**config.mk**
```make
export PLATFORM = sky130hd
export DESIGN_NAME = circular_deque_flat
export DESIGN_NICKNAME = d
export VERILOG_FILES = /design/src/rtl/core/cdq_pkg.sv /design/src/rtl/core/cdq_if.sv /design/src/rtl/core/cdq_store.sv /design/src/rtl/core/circular_deque.sv /design/src/flat_wrapper.sv
export SDC_FILE = /design/constraint.sdc
export NUM_CORES = 1
export LEC_CHECK = 0
export BUFFER_PORTS_ARGS = -buffer_cell sky130_fd_sc_hd__buf_2
export CORE_MARGIN = 4
export CORE_UTILIZATION = 28
export CTS_CLUSTER_SIZE = 25
export DETAILED_ROUTE_END_ITERATION = 8
export PLACE_DENSITY = 0.44
export SYNTH_ARGS = -nofsm -noshare
export SYNTH_HDL_FRONTEND = slang
export SYNTH_SLANG_ARGS = --single-unit
```
**constraint.sdc**
```tcl
create_clock -name clk_i -period 7.25 [get_ports clk_i]
set_input_delay 0.3625 -clock clk_i [delete_from_list [all_inputs] [get_ports clk_i]]
set_output_delay 0.3625 -clock clk_i [all_outputs]
set_load 0.01 [all_outputs]
```
**src/rtl/core/cdq_pkg.sv**
```systemverilog
// ----------------------------------------------------------------------------
// cdq_pkg: shared types and constants for the circular deque
// Command codes, configuration register layout and default sizes.
// ----------------------------------------------------------------------------
package cdq_pkg;

  localparam int DefMaxDepth  = 16;
  localparam int DefWordWidth = 32;

  // command field
  localparam int CmdW = 2;

  typedef enum logic [CmdW-1:0] {
    CMD_PUSH_FRONT = 2'd0,
    CMD_PUSH_BACK  = 2'd1,
    CMD_POP_FRONT  = 2'd2,
    CMD_PEEK       = 2'd3
  } cmd_e;

  // capacity register
  localparam int          CapW     = 5;
  localparam int          CapReset = 16;

endpackage

```
**src/rtl/core/cdq_if.sv**
```systemverilog
// ----------------------------------------------------------------------------
// cdq_cmd_if / cdq_rsp_if: valid/ready channels of the circular deque
// Command beats carry a command code and a data word; response beats carry
// the outcome of one command and a snapshot of the deque ends.
// ----------------------------------------------------------------------------
interface cdq_cmd_if #(
  parameter int WordWidth = cdq_pkg::DefWordWidth
);
  import cdq_pkg::*;

  logic                        valid;
  logic                        ready;
  logic [CmdW-1:0]             command;
  logic signed [WordWidth-1:0] data_value;

  modport source (output valid, command, data_value, input ready);
  modport sink   (input valid, command, data_value, output ready);
endinterface

interface cdq_rsp_if #(
  parameter int WordWidth = cdq_pkg::DefWordWidth
);
  logic                        valid;
  logic                        ready;
  logic signed [WordWidth-1:0] popped_value;
  logic                        pop_ok;
  logic                        push_refused;
  logic signed [WordWidth-1:0] front_value;
  logic signed [WordWidth-1:0] back_value;
  logic                        is_empty;
  logic                        is_full;

  modport source (output valid, popped_value, pop_ok, push_refused, front_value,
                  back_value, is_empty, is_full, input ready);
  modport sink   (input valid, popped_value, pop_ok, push_refused, front_value,
                  back_value, is_empty, is_full, output ready);
endinterface

```
**src/rtl/core/cdq_store.sv**
```systemverilog
// ----------------------------------------------------------------------------
// cdq_store: word storage of the circular deque
// One write port and one registered read port; a read of the address being
// written in the same cycle returns the new word.
// ----------------------------------------------------------------------------
module cdq_store #(
  parameter int MaxDepth  = cdq_pkg::DefMaxDepth,
  parameter int WordWidth = cdq_pkg::DefWordWidth,
  parameter int AddrW     = $clog2(MaxDepth)
) (
  input  logic                 clk_i,
  input  logic                 we_i,
  input  logic [AddrW-1:0]     waddr_i,
  input  logic [WordWidth-1:0] wdata_i,
  input  logic [AddrW-1:0]     raddr_i,
  output logic [WordWidth-1:0] rdata_o
);
  import cdq_pkg::*;

  logic [WordWidth-1:0] mem_q [MaxDepth];
  logic [WordWidth-1:0] rdata_q;

  always_ff @(posedge clk_i) begin
    if (we_i) begin
      mem_q[waddr_i] <= wdata_i;
    end
  end

  // write-first read
  always_ff @(posedge clk_i) begin
    if (we_i && (waddr_i == raddr_i)) begin
      rdata_q <= wdata_i;
    end else begin
      rdata_q <= mem_q[raddr_i];
    end
  end

  assign rdata_o = rdata_q;

endmodule

```
**src/rtl/core/circular_deque.sv**
```systemverilog
// ----------------------------------------------------------------------------
// circular_deque: fixed-capacity double-ended queue of signed words
// Push front, push back, pop front and peek, one response per command.
// ----------------------------------------------------------------------------
// The deque takes one command beat per clock and returns its response beat
// in the next cycle from an output register; a new command is taken in the
// same cycle the pending response is taken, so throughput is one command per
// cycle while the response side keeps up. The front and back words are held
// in registers and the word behind the front is prefetched from the single
// read port of the storage, so a pop never waits on a memory read. Pushes to
// a full deque are dropped and flagged, a pop on an empty deque answers all
// ones. Writing the capacity register (0 acts as 1, values above MaxDepth act
// as MaxDepth) empties the deque; it must only be written while idle. There
// is no clearing pass after reset.
// ----------------------------------------------------------------------------
module circular_deque #(
  parameter int MaxDepth  = cdq_pkg::DefMaxDepth,
  parameter int WordWidth = cdq_pkg::DefWordWidth
) (
  input  logic                     clk_i,
  input  logic                     rst_ni,
  input  logic                     cfg_we_i,
  input  logic [cdq_pkg::CapW-1:0] cfg_wdata_i,
  cdq_cmd_if.sink                  cmd_i,
  cdq_rsp_if.source                rsp_o
);
  import cdq_pkg::*;

  localparam int AddrW     = $clog2(MaxDepth);
  localparam int CntW      = $clog2(MaxDepth + 1);
  localparam int CapRstEff = (CapReset > MaxDepth) ? MaxDepth : CapReset;

  localparam logic [WordWidth-1:0] AllOnes = '1;

  // state
  logic [CntW-1:0]      cap_q, cap_wr;
  logic [CntW-1:0]      occ_q, occ_d;
  logic [AddrW-1:0]     head_q, head_d, tail_q, tail_d;
  logic [WordWidth-1:0] front_q, front_d, back_q, back_d;

  // storage port
  logic                 mem_we;
  logic [AddrW-1:0]     mem_waddr, mem_raddr;
  logic [WordWidth-1:0] nxt_word;

  // helpers
  logic [AddrW-1:0]     cap_last, head_dec, head_inc, tail_inc;
  logic                 accept;

  // response
  logic                 out_valid_q;
  logic [WordWidth-1:0] popped_d, popped_q;
  logic                 pop_ok_d, pop_ok_q, refused_d, refused_q;
  logic [WordWidth-1:0] front_out_q, back_out_q;
  logic                 empty_q, full_q;

  assign cmd_i.ready = !out_valid_q || rsp_o.ready;
  assign accept      = cmd_i.valid && cmd_i.ready;

  // clamp the written capacity to 1..MaxDepth
  always_comb begin
    if (cfg_wdata_i == '0) begin
      cap_wr = CntW'(1);
    end else if (32'(cfg_wdata_i) > MaxDepth) begin
      cap_wr = CntW'(MaxDepth);
    end else begin
      cap_wr = CntW'(cfg_wdata_i);
    end
  end

  assign cap_last = AddrW'(cap_q - 1'b1);
  assign head_dec = (head_q == '0) ? cap_last : head_q - 1'b1;
  assign head_inc = (head_q == cap_last) ? '0 : head_q + 1'b1;
  assign tail_inc = (tail_q == cap_last) ? '0 : tail_q + 1'b1;

  always_comb begin
    occ_d     = occ_q;
    head_d    = head_q;
    tail_d    = tail_q;
    front_d   = front_q;
    back_d    = back_q;
    mem_we    = 1'b0;
    mem_waddr = head_q;
    popped_d  = AllOnes;
    pop_ok_d  = 1'b0;
    refused_d = 1'b0;
    if (accept) begin
      case (cmd_e'(cmd_i.command))
        CMD_PUSH_FRONT, CMD_PUSH_BACK: begin
          if (occ_q == cap_q) begin
            refused_d = 1'b1;
          end else if (occ_q == '0) begin
            tail_d  = head_q;
            mem_we  = 1'b1;
            front_d = cmd_i.data_value;
            back_d  = cmd_i.data_value;
            occ_d   = CntW'(1);
          end else if (cmd_e'(cmd_i.command) == CMD_PUSH_FRONT) begin
            head_d    = head_dec;
            mem_we    = 1'b1;
            mem_waddr = head_dec;
            front_d   = cmd_i.data_value;
            occ_d     = occ_q + 1'b1;
          end else begin
            tail_d    = tail_inc;
            mem_we    = 1'b1;
            mem_waddr = tail_inc;
            back_d    = cmd_i.data_value;
            occ_d     = occ_q + 1'b1;
          end
        end
        CMD_POP_FRONT: begin
          if (occ_q != '0) begin
            popped_d = front_q;
            pop_ok_d = 1'b1;
            occ_d    = occ_q - 1'b1;
            if (occ_q == CntW'(1)) begin
              tail_d = head_q;
            end else begin
              head_d  = head_inc;
              front_d = nxt_word;
            end
          end
        end
        default: begin
          // peek leaves the state alone
        end
      endcase
    end
  end

  // keep the word behind the front prefetched
  assign mem_raddr = (head_d == cap_last) ? '0 : head_d + 1'b1;

  cdq_store #(
    .MaxDepth (MaxDepth),
    .WordWidth(WordWidth),
    .AddrW    (AddrW)
  ) u_store (
    .clk_i  (clk_i),
    .we_i   (mem_we),
    .waddr_i(mem_waddr),
    .wdata_i(cmd_i.data_value),
    .raddr_i(mem_raddr),
    .rdata_o(nxt_word)
  );

  always_ff @(posedge clk_i or negedge rst_ni) begin
    if (!rst_ni) begin
      cap_q  <= CntW'(CapRstEff);
      occ_q  <= '0;
      head_q <= '0;
      tail_q <= '0;
    end else if (cfg_we_i) begin
      cap_q  <= cap_wr;
      occ_q  <= '0;
      head_q <= '0;
      tail_q <= '0;
    end else begin
      occ_q  <= occ_d;
      head_q <= head_d;
      tail_q <= tail_d;
    end
  end

  always_ff @(posedge clk_i) begin
    front_q <= front_d;
    back_q  <= back_d;
  end

  always_ff @(posedge clk_i or negedge rst_ni) begin
    if (!rst_ni) begin
      out_valid_q <= 1'b0;
    end else if (accept) begin
      out_valid_q <= 1'b1;
    end else if (rsp_o.ready) begin
      out_valid_q <= 1'b0;
    end
  end

  always_ff @(posedge clk_i) begin
    if (accept) begin
      popped_q    <= popped_d;
      pop_ok_q    <= pop_ok_d;
      refused_q   <= refused_d;
      front_out_q <= (occ_d == '0) ? AllOnes : front_d;
      back_out_q  <= (occ_d == '0) ? AllOnes : back_d;
      empty_q     <= (occ_d == '0);
      full_q      <= (occ_d == cap_q);
    end
  end

  assign rsp_o.valid        = out_valid_q;
  assign rsp_o.popped_value = popped_q;
  assign rsp_o.pop_ok       = pop_ok_q;
  assign rsp_o.push_refused = refused_q;
  assign rsp_o.front_value  = front_out_q;
  assign rsp_o.back_value   = back_out_q;
  assign rsp_o.is_empty     = empty_q;
  assign rsp_o.is_full      = full_q;

endmodule

```
**src/flat_wrapper.sv**
```systemverilog
// flat-port wrapper written by rule: the top's interface ports become plain ports
module circular_deque_flat import cdq_pkg::*;
#(
  parameter int MaxDepth  = cdq_pkg::DefMaxDepth,
  parameter int WordWidth = cdq_pkg::DefWordWidth
)
  (clk_i, rst_ni, cfg_we_i, cfg_wdata_i, cmd_i_valid, cmd_i_command, cmd_i_data_value, cmd_i_ready, rsp_o_valid, rsp_o_popped_value, rsp_o_pop_ok, rsp_o_push_refused, rsp_o_front_value, rsp_o_back_value, rsp_o_is_empty, rsp_o_is_full, rsp_o_ready);
  cdq_cmd_if #(.WordWidth(WordWidth)) cmd_i_i ();
  cdq_rsp_if #(.WordWidth(WordWidth)) rsp_o_i ();
  input  logic clk_i;
  input  logic rst_ni;
  input  logic cfg_we_i;
  input  logic [cdq_pkg::CapW-1:0] cfg_wdata_i;
  input wire logic [$bits(cmd_i_i.valid)-1:0] cmd_i_valid;
  input wire logic [$bits(cmd_i_i.command)-1:0] cmd_i_command;
  input wire logic [$bits(cmd_i_i.data_value)-1:0] cmd_i_data_value;
  output wire logic [$bits(cmd_i_i.ready)-1:0] cmd_i_ready;
  output wire logic [$bits(rsp_o_i.valid)-1:0] rsp_o_valid;
  output wire logic [$bits(rsp_o_i.popped_value)-1:0] rsp_o_popped_value;
  output wire logic [$bits(rsp_o_i.pop_ok)-1:0] rsp_o_pop_ok;
  output wire logic [$bits(rsp_o_i.push_refused)-1:0] rsp_o_push_refused;
  output wire logic [$bits(rsp_o_i.front_value)-1:0] rsp_o_front_value;
  output wire logic [$bits(rsp_o_i.back_value)-1:0] rsp_o_back_value;
  output wire logic [$bits(rsp_o_i.is_empty)-1:0] rsp_o_is_empty;
  output wire logic [$bits(rsp_o_i.is_full)-1:0] rsp_o_is_full;
  input wire logic [$bits(rsp_o_i.ready)-1:0] rsp_o_ready;
  assign cmd_i_i.valid = cmd_i_valid;
  assign cmd_i_i.command = cmd_i_command;
  assign cmd_i_i.data_value = cmd_i_data_value;
  assign cmd_i_ready = cmd_i_i.ready;
  assign rsp_o_valid = rsp_o_i.valid;
  assign rsp_o_popped_value = rsp_o_i.popped_value;
  assign rsp_o_pop_ok = rsp_o_i.pop_ok;
  assign rsp_o_push_refused = rsp_o_i.push_refused;
  assign rsp_o_front_value = rsp_o_i.front_value;
  assign rsp_o_back_value = rsp_o_i.back_value;
  assign rsp_o_is_empty = rsp_o_i.is_empty;
  assign rsp_o_is_full = rsp_o_i.is_full;
  assign rsp_o_i.ready = rsp_o_ready;
  circular_deque #(.MaxDepth(MaxDepth), .WordWidth(WordWidth)) u_core (.clk_i(clk_i), .rst_ni(rst_ni), .cfg_we_i(cfg_we_i), .cfg_wdata_i(cfg_wdata_i), .cmd_i(cmd_i_i), .rsp_o(rsp_o_i));
endmodule
```
* Word-level counts from Yosys, hierarchy flattened *
Memories as Yosys holds them, arrays and structs flattened. A register that Yosys moved wholly into a read port is not among the register bits.
Cells that the tools add are included.
Widths: inputs -> output; s select.

operators by class
  $add $sub $neg = 7
  order comparisons = 1
  equality and inequality tests = 12
  mux-type cells = 54
  reduce and logical (&&, ||, !) cells = 15

operators by type and width
  cell                 number
  $mux 32              11
  $mux 4               23
  $pmux 32 s2          1
  $mux 5               7
  $pmux 4 s2           2
  $logic_not 5->1      3
  $add 4x1->4 const B  3
  $eq 4x4->1           3
  $eq 5x5->1           2
  $pmux 5 s2           1
  $mux 1               9
  $sub 4x1->4 const B  2
  $ne 3x2->1 const B   2
  $reduce_and 6->1     1
  $add 5x1->5 const B  1
  $eq 5x1->1 const B   1
  $gt 5x5->1 const B   1
  $reduce_bool 5->1    1
  $sub 5x1->5 const B  1
  $logic_not 4->1      1
  $ne 4x3->1 const B   1
  $reduce_bool 2->1    2
  $ne 3x3->1 const B   1
  $reduce_bool 3->1    1
  other kinds (8)      8

word-level totals
  bits in registers = 183
  memory bits (writable) = 512
  input port bits = 44
  output and inout bits = 102
  word-level logic and storage cells = 104
  memories = 1

memory list
  memory                depth  width  rd ports  clocked after Yosys merged registers in  write ports  RTL line         text
  u_core.u_store.mem_q  16     32     1         1                                        1            cdq_store.sv:20  logic [WordWidth-1:0] mem_q [MaxDepth];

* Longest topological paths before layout *
Gate-level depths: netlist of the first run.

  depth in word-level cells = 9
  mapped depth = 13
  depth with buffers taken out = 12

* Cells and area by module *
From an unflattened synthesis of the first run, not the netlist that was laid out.

second synthesis, totals
  cell total of the unflattened synthesis = 1469
  area total of the unflattened synthesis = 27213.6 um2

by module, submodules not included
  module          instances  cells each  area each (um2)  sequential area each (um2)
  cdq_store       1          810         19274.7          15454.8
  circular_deque  1          659         7938.9           4760.8

* Worst setup path after synthesis of the first run *
No wires, ideal clock.

  kind = reg-to-reg
  from = reg u_core.cap_q[0]
  to = mem u_core.u_store.mem_q[0][0] (netlist bit) (enable)
  library setup time = 461 ps
  arrival time = 4591 ps
  slack = 2198 ps
  cell stages (with the launch flop) = 12
  path buffers = 2
  cell sequence = dfrtp_1 -> buf_2 -> inv_1 -> ha_1 -> xor3_1 -> nor3_1 -> and2_1 -> clkbuf_1 -> or3_1 -> o31ai_1 -> mux2_2 -> nor3_1

between the ends
  cells in the longest elaborated chain, start to end = 8

RTL lines
  item                      RTL line               text
  start: declaration        circular_deque.sv:36   logic [CntW-1:0] cap_q, cap_wr;
  start signal: assignment  circular_deque.sv:150  cap_q <= CntW'(CapRstEff);
  start signal: assignment  circular_deque.sv:155  cap_q <= cap_wr;
  $sub 4x1->4               circular_deque.sv:71   assign cap_last = AddrW'(cap_q - 1'b1);
  $eq 4x4->1                circular_deque.sv:74   assign tail_inc = (tail_q == cap_last) ? '0 : tail_q + 1'b1;
  $mux 4                    circular_deque.sv:74
  $mux 4                    circular_deque.sv:98   end else if (cmd_e'(cmd_i.command) == CMD_PUSH_FRONT) begin
  $mux 4                    circular_deque.sv:92   end else if (occ_q == '0) begin
  $mux 4                    circular_deque.sv:90   if (occ_q == cap_q) begin
  $mux 4                    circular_deque.sv:88   case (cmd_e'(cmd_i.command))
  $mux 4                    circular_deque.sv:87   if (accept) begin
  end: declaration          cdq_store.sv:20

Parallel ways exist; a longest one is shown, timed or not.

* Final worst setup path of the first run *
  from = reg u_core.cap_q[0]
  to = mem u_core.u_store.mem_q[6][16] (netlist bit) (enable)

The elaborated chain is that of the path after synthesis.

==> results.py, run 1 <==
metrics = {
    "run_status": {
        "outcome": "finished, final reports clean",
    },
    "cells_and_area": {
        "postLayoutCellArea_um2": 33200,
        "drive_above_1_share": 0.349,
        "multi_input_area_um2": 7610,
        "syn_to_final_growth_pct": 17.9,
        "seqCellArea_um2": 20200,
        "final_nets": 1715,
        "utilization": 0.332,
        "fillers": 9466,
    },
    "floorplan": {
        "dieHeight_um": 325,
        "io_pins": 146,
        "die_width_um": 325,
        "start_util": 0.282,
        "die_area_um2": 106000,
        "design.core.area_um2": 99900,
        "num_rows": 116,
    },
    "setup_path": {
        "cp-end-kind": "flop",
        "cp-start-kind": "flop",
        "slowest_delay_ns": 0.82,
        "path_cells": "inv_1 -> ha_1 -> xor3_1 -> nor3_1 -> and2_1 -> or3_1 -> o31ai_1 -> mux2i_1 -> nor3_2 -> buf_4",
        "crit_slowest_cell": "mux2i_1",
        "arrival_ns": 4.23,
        "worst_ep_required_time_ns": 7.52,
        "r2r_slack_ns": 3.29,
        "crit_type": "flop to flop",
        "critPathMaxFanout": 32,
    },
    "logic_synthesis": {
        "async_reset_ff_frac": 0.0272,
        "syn_area_um2": 28100,
        "yosysWarnings": 0,
        "synth_top_family_by_area": "multiplexers",
        "synthAdderAreaFrac": 0.00445,
        "ys.flop_type": "edfxtp_1",
        "ys_seq_area_frac": 0.719,
        "synth-compound-area-share": 0.0543,
        "ys_seq_elements": 699,
        "synthSimpleGateAreaFrac": 0.0400,
        "synth_common_cells": "edfxtp_1, mux4_2, dfxtp_1, mux2_2",
        "synth_edf_count": 612,
        "yosys.area_share.xor_xnor": 0.00876,
        "synth_area_leaders": "edfxtp_1, mux4_2, dfxtp_1, mux2_2, o21bai_1",
        "synth_fp_nets": 1539,
        "synthCells": 1485,
        "synth_cell_types": 76,
        "syn_avg_cell_area_um2": 18.9,
        "synth_top_area_frac": 0.653,
        "yosysMostFrequentCell": "edfxtp_1",
        "synth_top_area_cell": "edfxtp_1",
        "yosys-mux-area-fraction": 0.158,
    },
    "sta": {
        "post-route-period-util": 0.546,
        "setup_slack_ns": 3.29,
        "hold_violations": 0,
        "finalCriticalPeriod_ns": 3.96,
        "rsz0062_at_grt": "no",
        "finalSetupViolCount": 0,
        "worstMarginPinSlew_ns": 0.981,
        "max_freq_mhz": 252,
        "finalSetupTns_ns": 0,
        "max_slew_margin": 0.327,
        "slew_viol_final": 0,
        "skew_ns": 0.0251,
    },
    "cts": {
        "cts_tree": "yes",
        "cts_root_buffer": "clkbuf_16",
        "clkSlewWorstSetupHoldPaths_ns": 0.06,
        "htree_levels": 3,
        "cts_buffers": 78,
        "cts.sinks": 699,
        "clockBufferDepth": 3,
        "cts_hold_buf": 6,
        "clk_latency_ns": 0.63,
        "ctsResizeCount": 0,
        "post_cts_buffers": 0,
    },
    "detailed_routing": {
        "ant_nets": 0,
        "wl_mm": 77.4,
        "num_vias": 14900,
        "route.detailed.wl_per_inst_um": 25.6,
        "dr.pass1.iters": 6,
        "vias_per_cell": 4.93,
        "drc": 0,
        "drt_iter0_drc": 1177,
    },
    "min_path": {
        "hold_path_class": "input port to flop",
    },
    "power": {
        "p_int_w": 0.00767,
        "power.share.clock": 0.389,
        "p_per_area_nw_per_um2": 308,
        "swShare": 0.249,
        "max-vdd-ir-drop_mv": 0.165,
        "p_leak_nw": 10.8,
        "comb_power_share": 0.139,
        "pwr-share-seq": 0.472,
        "p_sw_w": 0.00254,
    },
    "global_route": {
        "grt_pass1_wl_mm": 112,
        "track_usage": 0.145,
        "grt-ovfl-total": 0,
        "grt_start_max_net_pins": 78,
        "antenna_found_initial": 7,
        "grt_pass1_vias": 15600,
    },
    "placed_design": {
        "dpl_cell_area_um2": 30500,
        "globalplace.congestion": 0.749,
        "dp_slack_ns": 3.21,
        "dp_hpwl_mm": 42.3,
        "io_buffers": 145,
    },
    "flow_run": {
        "maxCapViolCount": 0,
    },
}
==> power by group through the flow <==
stage               Sequential (W)  Combinational, W  Clock (W)
floorplan                  0.00484          0.000997          0
global placement           0.00490           0.00143          0
detailed placement         0.00490           0.00145          0
CTS                        0.00482           0.00146    0.00408
global route               0.00485           0.00155    0.00426
finish                     0.00482           0.00142    0.00397
==> critical path: cells and delay by family, from the launching register on <==
family / cells / cell delay (ns)
buffers and inverters: 2 / 0.51
multiplexers: 1 / 0.82
adder cells (fa/ha/maj): 1 / 0.29
AO/OA/AOI/OAI: 1 / 0.10
AND/OR/NAND/NOR: 4 / 0.88
XOR/XNOR: 1 / 0.37
flip-flops: 1 / 0.61
==> final timing paths <==
path / cells after the start / startpoint / to
worst max-delay path: 10 / u_core.cap_q[0]$_DFFE_PN0P_ / u_core.u_store.mem_q[6][16]$_DFFE_PP_
worst min-delay path: 4 / rsp_o_ready / u_core.rsp_o.valid$_DFFE_PN0P_
worst max register to register: 10 / u_core.cap_q[0]$_DFFE_PN0P_ / u_core.u_store.mem_q[6][16]$_DFFE_PP_
worst min register to register: 1 / u_core.back_q[27]$_DFF_P_ / u_core.back_q[27]$_DFF_P_
max in group asynchronous: 2 / rst_ni / u_core.cap_q[4]$_DFFE_PN1P_
min in group asynchronous: 2 / rst_ni / u_core.head_q[1]$_DFF_PN0_
==> logic make-up (layout without fill, tap and decap cells) <==
kind of cell,after synthesis,after routing
flip-flops,699,699
multiplexers,236,236
AND/OR/NAND/NOR,213,213
AO/OA/AOI/OAI,194,194
buffers and inverters,109,350
XOR/XNOR,24,24
adder cells (fa/ha/maj),10,10
other,0,2
==> flip-flops by register name, summed over array words and instances, names as in the netlist, 4 cells and up, named ones only <==
| name | cells |
|---|---|
| u_core.rsp_o.front_value | 32 |
| u_core.tail_q | 4 |
| u_core.rsp_o.popped_value | 32 |
| u_core.back_q | 32 |
| u_core.occ_q | 5 |
| u_core.u_store.mem_q | 512 |
| u_core.head_q | 4 |
| u_core.front_q | 32 |
| u_core.cap_q | 5 |
| u_core.rsp_o.back_value | 32 |
==> placed cells by master, fill, tap and decap left out, types with 4 or more instances in the layout <==
cell	n
dlygate4sd3_1	6
clkbuf_8	7
o21bai_1	64
mux4_2	160
dfxtp_1	64
clkinv_1	12
buf_2	145
dfrtp_1	18
a21oi_1	12
nand3_1	5
a22oi_1	34
mux2_2	68
nor3_2	16
or2_2	33
nand2_1	25
xnor2_1	15
buf_4	37
inv_1	13
ha_1	10
a221o_1	33
nor4_1	4
nor2b_1	7
or3_1	4
o21ai_0	12
nor2_1	62
clkinv_2	14
clkbuf_1	19
and3_1	4
xor2_1	6
mux2i_1	7
nor3_1	21
o31a_1	4
edfxtp_1	612
bufinv_16	7
and2_1	4
clkbuf_16	79
==> layer usage <==
metal,vias up,GRT usage,wire [µm]
met3,112,0.0250,3510
li1,6430,-,-
met5,-,0,0
met4,0,0.0328,1460
met1,7979,0.204,35700
met2,396,0.236,36700
==> stage by stage <==
step	power, W	instances	hold WS, ns
after floorplan	0.00583	1485	0.0669
after global placement	0.00633	2873	0.359
after detailed placement	0.00635	2873	0.371
after CTS	0.0104	3024	0.0629
after global routing	0.0107	3024	0.108
final	0.0102	3026	0.0947
==> layout make-up <==
cell class | count | share of cell area
Sequential cell | 699 | 0.609
Multi-Input combinational cell | 677 | 0.229
Clock buffer | 105 | 0.0646
Tap cell | 1298 | 0.0489
Timing Repair Buffer | 189 | 0.0327
Clock inverter | 40 | 0.0129
Inverter | 16 | 0.00196
Antenna cell | 2 | 0.000151
No activity file was read; power rests on OpenSTA's default activity.
==> run 2: changes to the inputs <==
- ABC_AREA: not set -> 1
- PLACE_DENSITY: 0.44 -> 0.45
- clock period: 7.25 -> 3.3 ns (I/O delays scaled with it)
==> run 2 against run 1 <==
  * Setup slack lost 3.0 ns
  * Clock skew shrank 0.00065 ns
  * Largest cell class unchanged
  * Combinational power grew to 3.4 times the previous value
  * Highest routed layer is now met5
  * Fmax grew 31%
  * Count of clock-buffer cells in the layout shrank 5
  * Global-route usage grew 0.73 points
  * Synthesized area grew 5.3%
  * First-iteration DRC count grew 48%
  * Register-to-register slack lost 3.0 ns
  * Cell count grew 43%
==> results.py, run 2 <==
metrics = {
    "global_route": {
        "antenna_found_initial": 1,
        "gr-max-usage-layer": "met2",
        "track_usage": 0.152,
        "grt_pass1_vias": 20200,
        "grt_start_max_net_pins": 87,
        "grt_pass1_wl_mm": 129,
        "grtUsageMet2": 0.260,
        "grt-ovfl-total": 0,
        "grt_util_met1": 0.195,
        "grt_use_met3": 0.0273,
    },
    "power": {
        "p_per_area_nw_per_um2": 672,
        "power.share.clock": 0.356,
        "total_power_w": 0.0239,
        "p_leak_nw": 13.7,
        "comb_power_share": 0.202,
        "p_sw_w": 0.00713,
        "p_int_w": 0.0168,
        "swShare": 0.298,
        "max-vdd-ir-drop_mv": 0.404,
        "pwr-share-seq": 0.442,
    },
    "setup_path": {
        "path_common_cell": "nand2_1",
        "worst_ep_required_time_ns": 3.61,
        "slowest_delay_ns": 0.40,
        "crit_family": "simple AND/OR/NAND/NOR gates",
        "critPathMaxFanout": 22,
        "critical_path_buf_inv_count": 3,
        "cp-start-kind": "flop",
        "cp-end-kind": "flop",
        "path_cells": "inv_1 -> ha_1 -> inv_1 -> nand2_1 -> a22oi_1 -> nand4_1 -> nand2_1 -> nand2_1 -> o21ai_0 -> nand2_1 -> nand2_1 -> nand2_1 -> nor2_4 -> buf_12",
        "arrival_ns": 3.34,
        "crit-reg2reg-launch": "u_core.cap_q[1]$_DFFE_PN0P_",
        "crit_slowest_cell": "dfrtp_1",
        "cp-startpoint": "u_core.cap_q[1]$_DFFE_PN0P_",
        "crit_type": "flop to flop",
    },
    "min_path": {
        "hp-start": "cmd_i_data_value[26]",
        "hold_path_class": "input port to flop",
    },
    "sta": {
        "post-route-period-util": 0.918,
        "skew_ns": 0.0245,
        "rsz0062_at_grt": "no",
        "hold_violations": 0,
        "finalCriticalPeriod_ns": 3.03,
        "finalSetupViolCount": 0,
        "slew_viol_final": 0,
        "setup_slack_ns": 0.271,
        "finalSetupTns_ns": 0,
        "worstMarginPinSlew_ns": 0.902,
        "whs_ns": 0.0241,
        "max_slew_margin": 0.398,
        "max_freq_mhz": 330,
    },
    "cells_and_area": {
        "final_common_cell": "edfxtp_1",
        "top_register": "u_core.u_store.mem_q",
        "syn_to_final_growth_pct": 20.3,
        "final_cell_mix": "edfxtp_1, nand2_1, inv_1, nand3_1, o21ai_0",
        "final_nets": 2932,
        "largest_register_ffs": 512,
        "drive_above_1_share": 0.165,
    },
    "cts": {
        "ctsResizeCount": 0,
        "cts_root_buffer": "clkbuf_16",
        "htree_levels": 3,
        "clk_latency_ns": 0.63,
        "clkSlewWorstSetupHoldPaths_ns": 0.06,
        "cts_tree": "yes",
        "clockBufferDepth": 3,
        "cts.sinks": 699,
        "cts_buffers": 77,
    },
    "logic_synthesis": {
        "syn_area_um2": 29600,
        "synth_edf_count": 612,
        "synth_fp_nets": 2725,
        "ys_seq_area_frac": 0.683,
        "synth_top_area_frac": 0.621,
        "ys.flop_type": "edfxtp_1",
        "synth_common_cells": "edfxtp_1, nand2_1, inv_1, nand3_1, o21ai_0",
        "async_reset_ff_frac": 0.0272,
        "syn_avg_cell_area_um2": 11.1,
        "yosysWarnings": 0,
        "synth_area_leaders": "edfxtp_1, nand2_1, inv_1, dfxtp_1, nand3_1",
        "synthCells": 2671,
        "ys_seq_elements": 699,
        "synth_cell_types": 37,
        "synth_top_area_cell": "edfxtp_1",
        "yosysMostFrequentCell": "edfxtp_1",
    },
    "detailed_routing": {
        "dr.pass1.iters": 6,
        "route.detailed.wl_per_inst_um": 20.0,
        "drc": 0,
        "ant_nets": 0,
        "vias_per_cell": 4.65,
        "drt_iter0_drc": 1742,
        "num_vias": 20200,
        "wl_mm": 86.4,
    },
    "floorplan": {
        "design.core.area_um2": 105000,
        "io_pins": 146,
        "num_rows": 119,
        "dieHeight_um": 333,
        "start_util": 0.282,
        "die_area_um2": 111000,
        "die_width_um": 333,
    },
    "placed_design": {
        "dp_hpwl_mm": 57.5,
        "globalplace.congestion": 0.824,
        "io_buffers": 145,
        "dp_slack_ns": 0.220,
    },
    "flow_run": {
        "maxCapViolCount": 0,
    },
    "run_status": {
        "outcome": "finished, final reports clean",
    },
}
run 2: cell count changes after synthesis, sizes merged, moves of 35 or more:
cell,delta
nor3,-35
o211ai,+161
o21ai,+205
buf,+46
inv,+381
o21bai,-64
nand3,+262
mux4,-160
a21oi,+145
mux2,-69
nand2,+414
run 2: cell families (layout without fill, tap and decap cells):
group,after synthesis,in the layout,share of synthesized area
compound gates,573,573,0.113
xor+xnor,7,7,0.00207
fa+ha+maj,10,10,0.00422
buf+inv,550,819,0.0733
flops,699,699,0.683
other cells,0,1,0
simple gates,832,832,0.125
run 2: metrics by stage:
| stage | area [µm²] | instances | util |
|---|---|---|---|
| after floorplan | 29600 | 2671 | - |
| after global placement | 32900 | 4164 | 0.313 |
| after detailed placement | 32900 | 4164 | 0.313 |
| after CTS | 35600 | 4329 | 0.339 |
| after global routing | 35600 | 4331 | 0.339 |
| final | 35600 | 4332 | 0.339 |
run 2: final cells by class:
cell class                      count  area [µm²]
Fill cell                       10600       69500
Sequential cell                   699       20200
Multi-Input combinational cell   1422        7370
Timing Repair Buffer              282        2290
Clock buffer                      100        2060
Tap cell                         1391        1740
Inverter                          396        1490
Clock inverter                     41         433
Antenna cell                        1        2.50
run 2: path summary, 6_finish.rpt:
check,endpoint,slack (ns),depth (start not counted)
worst min register to register,u_core.front_q[27]$_DFF_P_,0.51,2
min in group asynchronous,u_core.tail_q[3]$_DFFE_PN0P_,0.07,2
max in group asynchronous,u_core.head_q[3]$_DFF_PN0_,2.84,2
worst max-delay path,u_core.u_store.mem_q[3][22]$_DFFE_PP_,0.27,14
worst max register to register,u_core.u_store.mem_q[3][22]$_DFFE_PP_,0.27,14
worst min-delay path,u_core.u_store.mem_q[14][26]$_DFFE_PP_,0.02,1
run 2: power groups by stage:
| stage | combinational [W] | clock [W] | sequential (W) |
|---|---|---|---|
| 2_1_floorplan | 0.00292 | 0 | 0.0107 |
| 3_3_place_gp | 0.00487 | 0 | 0.0107 |
| 3_5_place_dp | 0.00488 | 0 | 0.0108 |
| 4_1_cts | 0.00493 | 0.00877 | 0.0106 |
| 5_1_grt | 0.00540 | 0.00914 | 0.0106 |
| 6_report | 0.00484 | 0.00852 | 0.0106 |
run 2: layer usage:
layer | vias to the layer above | wire [µm]
met1 | 9868 | 37300
li1 | 9653 | -
met2 | 488 | 42600
met3 | 146 | 3560
met5 | - | 12
met4 | 2 | 2950
run 2: what timing repair did:
item / 4_1_cts / 5_1_grt
setup endpoints to repair: 0 / 1
endpoints found under the hold margin: 177 / 0
buffers inserted: 0 / 2
hold buffers: 24 / 0
==> run 3: changes to the inputs <==
- ABC_AREA: 1 -> not set
- PLACE_DENSITY: 0.45 -> 0.5
==> run 3 against run 2 <==
  * Via count shrank 25%
  * Combinational power decreased by 27%
  * Fmax is 2.1% lower
  * Largest power group unchanged
  * Total power is 3.5% lower
  * Core utilization rose by 0.99 points
  * Worst hold slack improved by 0.0053 ns
  * Critical endpoint is now u_core.u_store.mem_q[12][4]$_DFFE_PP_
  * First-iteration DRC count shrank 28%
  * Critical path depth fell by 4
==> results.py, run 3 (synthesis gave the netlist of run 1 again) <==
metrics = {
    "detailed_routing": {
        "drc": 0,
        "top_layer_used": "met5",
        "vias_per_cell": 4.90,
        "wl_mm": 74.1,
        "met1_length_mm": 34.5,
        "ant_nets": 0,
        "drt_iter0_drc": 1250,
        "met2_length_mm": 34.0,
        "route.detailed.wl_per_inst_um": 23.9,
        "num_vias": 15200,
        "route.met3.wl_mm": 4.19,
        "dr.pass1.iters": 7,
    },
    "sta": {
        "hold_violations": 0,
        "worstMarginPinSlew_ns": 0.959,
        "max_freq_mhz": 323,
        "max_slew_margin": 0.358,
        "post-route-period-util": 0.937,
        "finalSetupViolCount": 0,
        "finalCriticalPeriod_ns": 3.09,
        "skew_ns": 0.0177,
        "setup_slack_ns": 0.207,
        "whs_ns": 0.0294,
        "rsz0062_at_grt": "yes",
        "slew_viol_final": 0,
    },
    "floorplan": {
        "start_util": 0.282,
        "die_width_um": 325,
        "num_rows": 116,
        "design.core.area_um2": 99900,
        "die_area_um2": 106000,
        "io_pins": 146,
        "dieHeight_um": 325,
    },
    "setup_path": {
        "r2r_slack_ns": 0.21,
        "worst_ep_required_time_ns": 3.59,
        "reg2regPathDepth": 10,
        "cp-end-kind": "flop",
        "crit_slowest_cell": "dfrtp_1",
        "slowest_delay_ns": 0.46,
        "crit-reg2reg-launch": "u_core.occ_q[1]$_DFF_PN0_",
        "crit_type": "flop to flop",
        "path_cells": "inv_1 -> ha_1 -> nor4b_4 -> inv_4 -> o21ai_0 -> nor2_1 -> nor3_1 -> nand2_1 -> nor3_4 -> buf_4",
        "critPathMaxFanout": 12,
        "cp-start-kind": "flop",
        "arrival_ns": 3.39,
        "reg2reg_to": "u_core.u_store.mem_q[12][4]$_DFFE_PP_",
    },
    "power": {
        "p_per_area_nw_per_um2": 663,
        "max-vdd-ir-drop_mv": 0.363,
        "p_leak_nw": 11.5,
    },
    "cells_and_area": {
        "top_register": "u_core.u_store.mem_q",
        "drive_above_1_share": 0.390,
        "final_cell_mix": "edfxtp_1, mux4_2, buf_2, clkbuf_16, mux2_2",
        "largest_register_ffs": 512,
        "postLayoutCellArea_um2": 34800,
        "utilization": 0.349,
        "stdcell_count": 3102,
        "antenna_cells": 0,
        "syn_to_final_growth_pct": 23.8,
        "final_nets": 1793,
        "final_common_cell": "edfxtp_1",
    },
    "placed_design": {
        "place_inst": 2918,
        "dp_hpwl_mm": 47.1,
        "dp_slack_ns": 0.245,
        "dpl_cell_area_um2": 31700,
        "globalplace.congestion": 0.778,
        "io_buffers": 145,
    },
    "flow_run": {
        "maxCapViolCount": 0,
    },
    "cts": {
        "clkSlewWorstSetupHoldPaths_ns": 0.06,
        "clk_latency_ns": 0.62,
        "post_cts_buffers": 0,
        "clockBufferDepth": 3,
        "cts_buffers": 79,
        "cts_tree": "yes",
        "cts.sinks": 699,
        "htree_levels": 3,
        "cts_root_buffer": "clkbuf_16",
    },
    "global_route": {
        "grt-ovfl-total": 0,
        "track_usage": 0.138,
        "grt_pass1_vias": 15800,
        "grt_pass1_wl_mm": 109,
        "grt_start_max_net_pins": 44,
        "antenna_found_initial": 9,
    },
    "min_path": {
        "hold_path_class": "input port to flop",
        "hold_depth": 1,
        "hp-start": "cmd_i_data_value[22]",
        "hold_end": "u_core.u_store.mem_q[13][22]$_DFFE_PP_",
    },
    "run_status": {
        "outcome": "finished, final reports clean",
    },
}
==> run 3: what timing repair did <==
| action | CTS | global route |
|---|---|---|
| hold endpoints to repair | 477 | 0 |
| hold buffers | 38 | 0 |
| gates resized for setup | 0 | 1 |
| endpoints found under the setup margin | 0 | 79 |
==> run 3: stage by stage <==
stage | TNS, ns | power (W)
2_1_floorplan | -12.27 | 0.0130
3_3_place_gp | 0 | 0.0142
3_5_place_dp | 0 | 0.0142
4_1_cts | 0 | 0.0234
5_1_grt | -0.956 | 0.0240
6_report | 0 | 0.0231
==> run 3: cell type report <==
cell class | instances | area (µm²)
Clock buffer | 102 | 2190
Clock inverter | 44 | 527
Fill cell | 9390 | 65000
Inverter | 16 | 71.3
Multi-Input combinational cell | 677 | 7930
Sequential cell | 699 | 20200
Tap cell | 1298 | 1620
Timing Repair Buffer | 266 | 2250
==> run 3: routing by layer <==
metal,vias up,global-route usage
li1,6596,-
met1,8084,0.199
met2,436,0.216
met3,90,0.0285
met4,2,0.0336
met5,-,0
==> run 3: how the worst max path moves through the flow <==
stage,from,endpoint,slack [ns],depth (start not counted)
final,u_core.occ_q[1]$_DFF_PN0_,u_core.u_store.mem_q[12][4]$_DFFE_PP_,0.21,10
after global routing,u_core.cap_q[0]$_DFFE_PN0P_,u_core.u_store.mem_q[12][1]$_DFFE_PP_,-0.06,9
after CTS,u_core.occ_q[1]$_DFF_PN0_,u_core.rsp_o.back_value[24]$_SDFFCE_PP1P_,0.20,10
after detailed placement,u_core.occ_q[1]$_DFF_PN0_,u_core.u_store.mem_q[12][11]$_DFFE_PP_,0.24,10
after global placement,u_core.cap_q[0]$_DFFE_PN0P_,u_core.u_store.mem_q[12][11]$_DFFE_PP_,0.28,9
after floorplan,u_core.rsp_o.valid$_DFFE_PN0P_,flop,-0.32,8
==> run 3: where the power goes <==
part | total [W] | internal [W] | switching (W)
registers | 0.0105 | 0.0102 | 0.000327
clock network | 0.00902 | 0.00544 | 0.00358
logic | 0.00354 | 0.00173 | 0.00180
==> run 3: worst max-delay path, delay by kind of cell, from the launching register on <==
kind / cells / cell delay (ns)
AND/OR/NAND/NOR: 5 / 1.44
flip-flops: 1 / 0.46
AO/OA/AOI/OAI: 1 / 0.12
adder cells (fa/ha/maj): 1 / 0.21
buffers and inverters: 3 / 0.53
